$ cat src/rtl/nqts_pkg.sv
// Shared types and constants for the note queue tone sequencer.
`default_nettype none

package nqts_pkg;

    // Item operation codes
    localparam logic [1:0] OP_TICK  = 2'd0;
    localparam logic [1:0] OP_ADD   = 2'd1;
    localparam logic [1:0] OP_CLEAR = 2'd2;

    localparam int FREQ_W  = 16;
    localparam int LEN_W   = 12;
    localparam int DIV_W   = 8;
    localparam int DELTA_W = 16;
    localparam int ELAP_W  = 26;
    localparam int THR_W   = 2 * LEN_W;

    localparam logic [LEN_W-1:0] BASE_LEN_RST = 12'd800;

    // One quotient bit per cycle in the length divider
    localparam int DIV_STEPS = LEN_W;
    localparam int DCNT_W    = $clog2(DIV_STEPS);

    typedef struct packed {
        logic [1:0]         op;
        logic [FREQ_W-1:0]  tone_freq;
        logic [DIV_W-1:0]   duration_div;
        logic [DELTA_W-1:0] delta;
    } t_item;

    typedef struct packed {
        logic              tone_start;
        logic              tone_on;
        logic [FREQ_W-1:0] tone_freq_out;
        logic [LEN_W-1:0]  tone_ms;
        logic              queue_empty;
        logic              dropped;
    } t_result;

    typedef enum logic [1:0] {
        PH_WAIT  = 2'd0,
        PH_START = 2'd1,
        PH_PLAY  = 2'd2,
        PH_PAUSE = 2'd3
    } t_phase;

    typedef enum logic [2:0] {
        S_IDLE,
        S_READ,
        S_DIV,
        S_MUL,
        S_SCALE,
        S_UPD,
        S_DONE
    } t_ctl_state;

    typedef struct packed {
        logic capture;
        logic rd_en;
        logic div_init;
        logic div_step;
        logic mul;
        logic scale;
        logic update;
    } t_dp_cmd;

    typedef struct packed {
        logic [1:0] op;
        logic       div_last;
    } t_dp_sts;

endpackage

`default_nettype wire

$ cat src/rtl/nqts_ram.sv
// Generic single-write, single-read RAM with registered read data.
`default_nettype none

module nqts_ram #(
    parameter int WIDTH = 28,
    parameter int DEPTH = 16,
    localparam int AW   = $clog2(DEPTH)
) (
    input  wire logic             i_clk,
    input  wire logic             i_we,
    input  wire logic [AW-1:0]    i_waddr,
    input  wire logic [WIDTH-1:0] i_wdata,
    input  wire logic             i_re,
    input  wire logic [AW-1:0]    i_raddr,
    output logic      [WIDTH-1:0] o_rdata
);

    logic [WIDTH-1:0] r_mem [DEPTH];

    // Write port
    always_ff @(posedge i_clk) begin
        if (i_we) begin
            r_mem[i_waddr] <= i_wdata;
        end
    end

    // Read port, data held until the next read
    always_ff @(posedge i_clk) begin
        if (i_re) begin
            o_rdata <= r_mem[i_raddr];
        end
    end

endmodule

`default_nettype wire

$ cat src/rtl/nqts_ctrl.sv
// Controller state machine that sequences one item through the datapath.
`default_nettype none

module nqts_ctrl
    import nqts_pkg::*;
(
    input  wire logic    i_clk,
    input  wire logic    i_rst_n,
    input  wire logic    i_start,
    input  wire t_dp_sts i_sts,
    output t_dp_cmd      o_cmd,
    output logic         o_busy,
    output logic         o_valid
);

    t_ctl_state r_state;
    t_ctl_state n_state;

    // State register
    always_ff @(posedge i_clk) begin
        if (!i_rst_n) begin
            r_state <= S_IDLE;
        end else begin
            r_state <= n_state;
        end
    end

    // Next state and commands
    always_comb begin
        n_state = r_state;
        o_cmd   = '0;
        o_busy  = 1'b1;
        o_valid = 1'b0;
        case (r_state)
            S_IDLE: begin
                o_busy = 1'b0;
                if (i_start) begin
                    o_cmd.capture = 1'b1;
                    n_state       = S_READ;
                end
            end
            S_READ: begin
                o_cmd.rd_en    = 1'b1;
                o_cmd.div_init = 1'b1;
                case (i_sts.op)
                    OP_ADD:  n_state = S_DIV;
                    OP_TICK: n_state = S_MUL;
                    default: n_state = S_UPD;
                endcase
            end
            S_DIV: begin
                o_cmd.div_step = 1'b1;
                if (i_sts.div_last) begin
                    n_state = S_UPD;
                end
            end
            S_MUL: begin
                o_cmd.mul = 1'b1;
                n_state   = S_SCALE;
            end
            S_SCALE: begin
                o_cmd.scale = 1'b1;
                n_state     = S_UPD;
            end
            S_UPD: begin
                o_cmd.update = 1'b1;
                n_state      = S_DONE;
            end
            S_DONE: begin
                o_valid = 1'b1;
                n_state = S_IDLE;
            end
            default: begin
                n_state = S_IDLE;
            end
        endcase
    end

endmodule

`default_nettype wire

$ cat src/rtl/nqts_dpath.sv
// Datapath: note store, length divider, threshold multiply and play state.
`default_nettype none

module nqts_dpath
    import nqts_pkg::*;
#(
    parameter int NOTE_SLOTS = 16
) (
    input  wire logic             i_clk,
    input  wire logic             i_rst_n,
    input  wire logic             i_cfg_we,
    input  wire logic [LEN_W-1:0] i_cfg_data,
    input  wire t_item            i_item,
    input  wire t_dp_cmd          i_cmd,
    output t_dp_sts               o_sts,
    output t_result               o_result
);

    localparam int IW    = $clog2(NOTE_SLOTS);
    localparam int CW    = $clog2(NOTE_SLOTS + 1);
    localparam int MEM_W = FREQ_W + LEN_W;

    // Configuration and captured item
    logic [LEN_W-1:0] r_note_len;
    t_item            r_item;

    // Play state
    t_phase             r_phase, n_phase;
    logic [CW-1:0]      r_count, n_count;
    logic [CW-1:0]      r_play_idx, n_play_idx;
    logic [ELAP_W-1:0]  r_elapsed, n_elapsed;
    logic               r_sounding, n_sounding;
    logic               r_start, n_start;
    logic               r_drop, n_drop;

    // Divider
    logic [DIV_W-1:0]   r_divisor;
    logic [DIV_W-1:0]   r_rem;
    logic [LEN_W-1:0]   r_quot;
    logic [DCNT_W-1:0]  r_div_cnt;
    logic [DIV_W:0]     w_shift;
    logic               w_ge;

    // Thresholds
    logic [THR_W-1:0]    r_thr;
    logic [ELAP_W+3:0]   r_e10;
    logic [THR_W+3:0]    r_t13;

    // Store access
    logic [MEM_W-1:0]  w_rdata;
    logic [FREQ_W-1:0] w_rd_freq;
    logic [LEN_W-1:0]  w_rd_len;
    logic              w_full;
    logic              w_empty;
    logic              w_we;
    logic [ELAP_W:0]   w_sum;
    logic [ELAP_W-1:0] w_elap_add;

    assign w_rd_freq = w_rdata[MEM_W-1:LEN_W];
    assign w_rd_len  = w_rdata[LEN_W-1:0];
    assign w_full    = (r_count == CW'(NOTE_SLOTS));
    assign w_empty   = (r_play_idx == r_count);
    assign w_we      = i_cmd.update && (r_item.op == OP_ADD) && !w_full;

    // Saturating elapsed-time add
    assign w_sum      = {1'b0, r_elapsed} + (ELAP_W + 1)'(r_item.delta);
    assign w_elap_add = w_sum[ELAP_W] ? {ELAP_W{1'b1}} : w_sum[ELAP_W-1:0];

    // Note store: frequency and length per slot
    nqts_ram #(
        .WIDTH (MEM_W),
        .DEPTH (NOTE_SLOTS)
    ) u_store (
        .i_clk   (i_clk),
        .i_we    (w_we),
        .i_waddr (r_count[IW-1:0]),
        .i_wdata ({r_item.tone_freq, r_quot}),
        .i_re    (i_cmd.rd_en),
        .i_raddr (r_play_idx[IW-1:0]),
        .o_rdata (w_rdata)
    );

    // Configuration register
    always_ff @(posedge i_clk) begin
        if (!i_rst_n) begin
            r_note_len <= BASE_LEN_RST;
        end else if (i_cfg_we) begin
            r_note_len <= i_cfg_data;
        end
    end

    // Capture the item beat
    always_ff @(posedge i_clk) begin
        if (i_cmd.capture) begin
            r_item <= i_item;
        end
    end

    // Restoring divider: base length / divisor, one bit per cycle
    assign w_shift = {r_rem, r_quot[LEN_W-1]};
    assign w_ge    = (w_shift >= {1'b0, r_divisor});

    always_ff @(posedge i_clk) begin
        if (i_cmd.div_init) begin
            r_divisor <= (r_item.duration_div == '0) ? DIV_W'(1) : r_item.duration_div;
            r_rem     <= '0;
            r_quot    <= r_note_len;
            r_div_cnt <= '0;
        end else if (i_cmd.div_step) begin
            r_rem     <= w_ge ? DIV_W'(w_shift - {1'b0, r_divisor}) : w_shift[DIV_W-1:0];
            r_quot    <= {r_quot[LEN_W-2:0], w_ge};
            r_div_cnt <= r_div_cnt + DCNT_W'(1);
        end
    end

    // Threshold = note length times stored length, then scale both sides
    always_ff @(posedge i_clk) begin
        if (i_cmd.mul) begin
            r_thr <= {{LEN_W{1'b0}}, w_rd_len} * {{LEN_W{1'b0}}, r_note_len};
        end
        if (i_cmd.scale) begin
            r_e10 <= ({4'b0, r_elapsed} << 3) + ({4'b0, r_elapsed} << 1);
            r_t13 <= ({4'b0, r_thr} << 3) + ({4'b0, r_thr} << 2) + {4'b0, r_thr};
        end
    end

    // Next play state for the item
    always_comb begin
        n_phase    = r_phase;
        n_count    = r_count;
        n_play_idx = r_play_idx;
        n_elapsed  = r_elapsed;
        n_sounding = r_sounding;
        n_start    = r_start;
        n_drop     = r_drop;
        if (i_cmd.update) begin
            n_start = 1'b0;
            n_drop  = 1'b0;
            case (r_item.op)
                OP_CLEAR: begin
                    n_count    = '0;
                    n_play_idx = '0;
                    n_elapsed  = '0;
                    n_sounding = 1'b0;
                    n_phase    = PH_START;
                end
                OP_ADD: begin
                    if (w_full) begin
                        n_drop = 1'b1;
                    end else begin
                        n_count = r_count + CW'(1);
                        if (r_phase == PH_WAIT) begin
                            n_phase = PH_START;
                        end
                    end
                end
                OP_TICK: begin
                    if (r_phase != PH_WAIT) begin
                        if (w_empty) begin
                            n_phase = PH_WAIT;
                        end else begin
                            case (r_phase)
                                PH_START: begin
                                    n_start    = 1'b1;
                                    n_sounding = 1'b1;
                                    n_phase    = PH_PLAY;
                                    n_elapsed  = '0;
                                end
                                PH_PLAY: begin
                                    if (r_elapsed >= ELAP_W'(r_thr)) begin
                                        n_phase    = PH_PAUSE;
                                        n_sounding = 1'b0;
                                        n_elapsed  = '0;
                                    end else begin
                                        n_elapsed = w_elap_add;
                                    end
                                end
                                default: begin
                                    if (r_e10 >= (ELAP_W + 4)'(r_t13)) begin
                                        n_play_idx = r_play_idx + CW'(1);
                                        n_phase    = PH_START;
                                    end else begin
                                        n_elapsed = w_elap_add;
                                    end
                                end
                            endcase
                        end
                    end
                end
                default: begin
                end
            endcase
        end
    end

    // Play state registers
    always_ff @(posedge i_clk) begin
        if (!i_rst_n) begin
            r_phase    <= PH_WAIT;
            r_count    <= '0;
            r_play_idx <= '0;
            r_elapsed  <= '0;
            r_sounding <= 1'b0;
        end else begin
            r_phase    <= n_phase;
            r_count    <= n_count;
            r_play_idx <= n_play_idx;
            r_elapsed  <= n_elapsed;
            r_sounding <= n_sounding;
        end
    end

    // Per-item flags
    always_ff @(posedge i_clk) begin
        r_start <= n_start;
        r_drop  <= n_drop;
    end

    // Status back to the controller
    assign o_sts.op       = r_item.op;
    assign o_sts.div_last = (r_div_cnt == DCNT_W'(DIV_STEPS - 1));

    // Result beat
    assign o_result.tone_start    = r_start;
    assign o_result.tone_on       = r_sounding;
    assign o_result.tone_freq_out = r_sounding ? w_rd_freq : '0;
    assign o_result.tone_ms       = r_sounding ? w_rd_len : '0;
    assign o_result.queue_empty   = w_empty;
    assign o_result.dropped       = r_drop;

endmodule

`default_nettype wire

$ cat src/rtl/note_queue_tone_sequencer_core.sv
// Top level of the note queue tone sequencer: controller, datapath and checks.
`default_nettype none

// Items are taken one at a time: start is accepted while busy is low, and the
// result beat appears on o_result for exactly one cycle with o_valid high; the
// receiver cannot stall it. Each item runs to its end before the next accept:
// a clear or an unused op does store read and update; a tick does store read,
// threshold multiply, scaling and update; an add puts the restoring divider,
// forming the note length one quotient bit per cycle, before the update.
// Write the base length through i_cfg_we/i_cfg_data only while busy is low.
module note_queue_tone_sequencer_core
    import nqts_pkg::*;
#(
    parameter int NOTE_SLOTS = 16
) (
    input  wire logic             i_clk,
    input  wire logic             i_rst_n,
    input  wire logic             i_cfg_we,
    input  wire logic [LEN_W-1:0] i_cfg_data,
    input  wire logic             start,
    input  wire t_item            i_item,
    output logic                  busy,
    output logic                  o_valid,
    output t_result               o_result
);

    t_dp_cmd w_cmd;
    t_dp_sts w_sts;

    // Sequencing
    nqts_ctrl u_ctrl (
        .i_clk   (i_clk),
        .i_rst_n (i_rst_n),
        .i_start (start),
        .i_sts   (w_sts),
        .o_cmd   (w_cmd),
        .o_busy  (busy),
        .o_valid (o_valid)
    );

    // Store and arithmetic
    nqts_dpath #(
        .NOTE_SLOTS (NOTE_SLOTS)
    ) u_dpath (
        .i_clk      (i_clk),
        .i_rst_n    (i_rst_n),
        .i_cfg_we   (i_cfg_we),
        .i_cfg_data (i_cfg_data),
        .i_item     (i_item),
        .i_cmd      (w_cmd),
        .o_sts      (w_sts),
        .o_result   (o_result)
    );

`ifndef SYNTHESIS
    a_valid_while_busy: assert property (@(posedge i_clk) disable iff (!i_rst_n)
        o_valid |-> busy)
        else $error("result beat outside an item");

    a_accept_goes_busy: assert property (@(posedge i_clk) disable iff (!i_rst_n)
        (start && !busy) |=> busy)
        else $error("accepted item did not raise busy");

    a_start_sounds: assert property (@(posedge i_clk) disable iff (!i_rst_n)
        (o_valid && o_result.tone_start) |-> o_result.tone_on)
        else $error("note start without tone on");

    a_silent_zero: assert property (@(posedge i_clk) disable iff (!i_rst_n)
        (o_valid && !o_result.tone_on) |->
            (o_result.tone_freq_out == '0) && (o_result.tone_ms == '0))
        else $error("silent result carries note data");
`endif

endmodule

`default_nettype wire
$ cat config.mk
export PLATFORM = sky130hd
export DESIGN_NAME = note_queue_tone_sequencer_core
export DESIGN_NICKNAME = d
export VERILOG_FILES = /design/src/rtl/nqts_pkg.sv /design/src/rtl/nqts_ram.sv /design/src/rtl/nqts_ctrl.sv /design/src/rtl/nqts_dpath.sv /design/src/rtl/note_queue_tone_sequencer_core.sv
export SDC_FILE = /design/constraint.sdc
export NUM_CORES = 1
export LEC_CHECK = 0
export BUFFER_PORTS_ARGS = -buffer_cell sky130_fd_sc_hd__buf_2
export CAP_MARGIN = 20
export CORE_UTILIZATION = 25
export CTS_CLUSTER_SIZE = 20
export DETAILED_ROUTE_END_ITERATION = 10
export SLEW_MARGIN = 15
export SYNTH_ARGS = -nofsm -noshare
export SYNTH_HDL_FRONTEND = slang
export SYNTH_SLANG_ARGS = --single-unit
$ cat constraint.sdc
create_clock -name i_clk -period 6.1 [get_ports i_clk]
set_input_delay 1.22 -clock i_clk [delete_from_list [all_inputs] [get_ports i_clk]]
set_output_delay 1.22 -clock i_clk [all_outputs]
set_load 0.01 [all_outputs]
==> results by group <==
Critical path
  • Crit Path Category: flop to flop
  • Crit-path max FO: 13
  • Critical path required time: 6460 ps
  • Crit end category: flop
  • CP startpoint kind: flop
  • CP arrival: 6060 ps

Die
  • Core region area: 0.140 mm2
  • Die width: 378 um
  • I/O pins: 92
  • Rows: 137
  • Die area: 0.143 mm2
  • Die H: 378 um
  • Initial Util: 0.253

Synthesis
  • Leading area contributor after synthesis: edfxtp_1
  • Yosys warns: 0
  • Largest family of logic cells by synthesized area: adder cells
  • Syn Inst Count: 2473
  • Synth area leaders: edfxtp_1, mux4_2, fa_1, ha_1, dfxtp_1
  • Fraction of registers with async set/reset: 0
  • Mapped Nets: 2854
  • Post-Syn Area per Cell: 14.3 um2
  • Yosys reg bits: 687
  • Mapped cell area: 0.0354 mm2
  • Post-Synth XOR/XNOR Area: 0.0210
  • Mux contribution to synthesized area: 0.0985
  • Main synth FF type: edfxtp_1
  • Post-synthesis simple-gate area fraction: 0.0752
  • Area share of the largest cell type after synthesis: 0.527
  • Adder-Cell Fraction of Synth Area: 0.141
  • Sequential share of the synthesized area: 0.564
  • Post-synth EDFFs: 621
  • Post-synthesis compound-gate area fraction: 0.0648
  • Library cells used by synthesis: 78

Pwr
  • LEAKAGE: 14.9 nW
  • Final Power: 13.1 mW
  • Peak VDD IR: 0.293 mV
  • Pwr dens: 322 mW/mm2

Detailed routing
  • Post-route antenna net violation count: 0
  • Final wirelength: 82200 um
  • Wirelength per Cell: 18.2 um
  • 1st-iter DRT viols: 1511
  • DRC: 0
  • Via count: 20200
  • Via density: 4.47
  • TritonRoute pass-1 iters: 5

Placed design
  • Placed cell area: 0.0382 mm2
  • DP HPWL: 52400 um
  • I/O Buffers: 91
  • Pre-CTS setup slack: 323 ps
  • Global placer's final weighted congestion: 0.839

GRT
  • First-pass GRT wire length: 125000 um
  • Largest net degree at the start of global routing: 110
  • Antenna violations before repair: 9
  • Vias in the first global route: 20400
  • Overall global routing resource usage: 0.114
  • Total grt overflow: 0

Clock network
  • Clk buf depth: 3
  • H-tree levels: 3
  • Clk sink count: 687
  • TritonCTS clock tree: done
  • Clock slew at reported path FFs: 70 ps
  • Total CTS buffers: 74
  • Clk Latency, worst-skew pair: 640 ps
  • CTS root buf: clkbuf_16

Timing
  • Final Setup Violations: 0
  • Pins over their slew limit: 0
  • Max Clk Rate: 0.176 GHz
  • Hold Violations, Final: 0
  • Worst setup margin: 402 ps
  • Fin crit period: 5700 ps
  • Slew @ Worst Pin: 996 ps
  • Hold slack: 453 ps
  • Setup TNS: 0 ps
  • RSZ-0062 raised after global routing: no
  • Worst rel slew slack: 0.336
  • Worst clock skew: 41.9 ps
  • Period utilisation layout: 0.934

Finish
  • Finished Cell Area: 0.0407 mm2
  • Nets: 2961
  • Share of cells above drive strength 1: 0.160
  • P&R area growth vs syn: 15.0%

Job
  • Maxcap violations: 0

Min path
  • Hold Crit Class: flop to flop

Run status
  • Status: complete, no violations
## per-stage QoR
stage | std cells | utilization
5_1_grt | 4516 | 0.291
4_1_cts | 4515 | 0.290
3_5_place_dp | 4379 | 0.273
2_1_floorplan | 2473 | -
3_3_place_gp | 4379 | 0.273
6_report | 4519 | 0.291
## sequential cells by signal (all words and copies together), names as in the netlist, 2 cells and up
| signal | count |
|---|---|
| u_dpath.r_divisor | 8 |
| u_dpath.r_note_len | 12 |
| u_ctrl.r_state | 3 |
| u_dpath.r_count | 5 |
| u_dpath.r_div_cnt | 4 |
| u_dpath.r_item | 40 |
| u_dpath.r_rem | 8 |
| u_dpath.r_thr | 24 |
| u_dpath.u_store.r_mem | 448 |
| u_dpath.u_store.o_rdata | 28 |
| u_dpath.r_phase | 2 |
| u_dpath.r_e10 | 29 |
| u_dpath.r_play_idx | 5 |
| u_dpath.r_elapsed | 26 |
| u_dpath.r_quot | 12 |
| u_dpath.r_t13 | 28 |
| u_dpath.o_sts | 2 |
## critical path, cell delays in order, from the launching register on
cell and delay (ps):
edfxtp_1 590, and2_1 260, fa_1 470, inv_1 50, fa_1 490, inv_1 60, fa_1 510, fa_1 550
inv_1 50, fa_1 520, inv_1 40, ha_1 370, and4_1 240, a21oi_1 250, a311oi_1 200, nor3_1 330
o211ai_1 150, a21oi_1 180, xor2_1 80
## repair_timing
| action | CTS | global route |
|---|---|---|
| setup endpoints to repair | 0 | 2 |
| buffers inserted | 0 | 0 |
| resized for setup | 0 | 1 |
| hold buffers | 0 | 0 |
## cells by family (layout without fill, tap and decap cells)
logic type | count (synthesis) | count (layout)
and+or+nand+nor | 538 | 538
DFF | 687 | 687
adders and majority gates | 323 | 323
other | 0 | 3
AOI/OAI and AO/OA | 340 | 340
xor gates and xnor gates | 85 | 85
buffers and inverters | 328 | 495
muxes | 172 | 172
## path summary, 6_finish.rpt
| check | from | to | slack, ps | cells past startpoint |
|---|---|---|---|---|
| max | u_dpath.u_store.o_rdata[5] | u_dpath.r_thr[23] | 400 | 18 |
| min | u_dpath.r_item[23] | u_dpath.r_divisor[7] | 450 | 0 |
| max reg2reg | u_dpath.u_store.o_rdata[5] | u_dpath.r_thr[23] | 400 | 18 |
| min reg2reg | u_dpath.r_item[23] | u_dpath.r_divisor[7] | 450 | 0 |
## cells in the mapped netlist (8+ instances only)
library cell and count:
mux2_2 12, edfxtp_1 621, clkbuf_1 74, and3_1 14
fa_1 125, nor3_1 31, a21oi_1 94, a211oi_1 10
or3_1 8, nand2_1 143, and2_1 100, xnor2_1 60
nand3_1 28, buf_2 11, inv_1 233, nor2_1 118
o21ai_0 67, ha_1 198, mux2i_1 20, o2bb2ai_1 14
mux4_2 140, o211ai_1 9, dfxtp_1 66, o21bai_1 9
nand4_1 18, xor2_1 25, a21o_1 42, o21a_1 14
nor2b_1 30, nand2b_1 24, a31oi_1 11
## final cells by class
cell class / count / area (um2)
diodes: 3 / 7.51
clock buffers: 97 / 1990
clock inverters: 39 / 463
fillers: 14000 / 99300
inverters: 233 / 875
multi-input cells: 1458 / 14300
flip-flops and latches: 687 / 20000
well taps: 1876 / 2350
repair buffers: 126 / 738
## power by group
group | switching, mW | internal (mW)
registers | 0.240 | 5.56
clock network | 1.92 | 2.59
logic | 1.60 | 1.21
total | 3.76 | 9.36
## placed cells by master, fill, tap and decap left out, types with 7 or more instances in the layout
cell       count
edfxtp_1     621
inv_1        233
ha_1         198
nand2_1      143
mux4_2       140
fa_1         125
nor2_1       104
and2_1       100
a21oi_1       94
buf_2         91
clkbuf_16     76
o21ai_0       67
dfxtp_1       61
xnor2_1       60
a21o_1        42
buf_4         33
nor2b_1       29
nand3_1       28
nor3_1        27
xor2_1        25
nand2b_1      24
mux2i_1       20
clkbuf_1      20
nand4_1       18
clkinv_1      17
o21a_1        14
o2bb2ai_1     14
and3_1        13
mux2_2        12
nor2_4        12
a31oi_1       11
a211oi_1      10
o211ai_1       9
o21bai_1       9
or3_1          8
clkinv_2       7
## metal layers
metal | track usage | vias up | share of wire
met5 | 0 | - | 0.00062
met4 | 0.0241 | 8 | 0.017
met3 | 0.0211 | 109 | 0.066
met2 | 0.187 | 491 | 0.47
met1 | 0.156 | 10300 | 0.45
li1 | - | 9329 | -
Note: power is estimated with default switching activity, not from simulation.
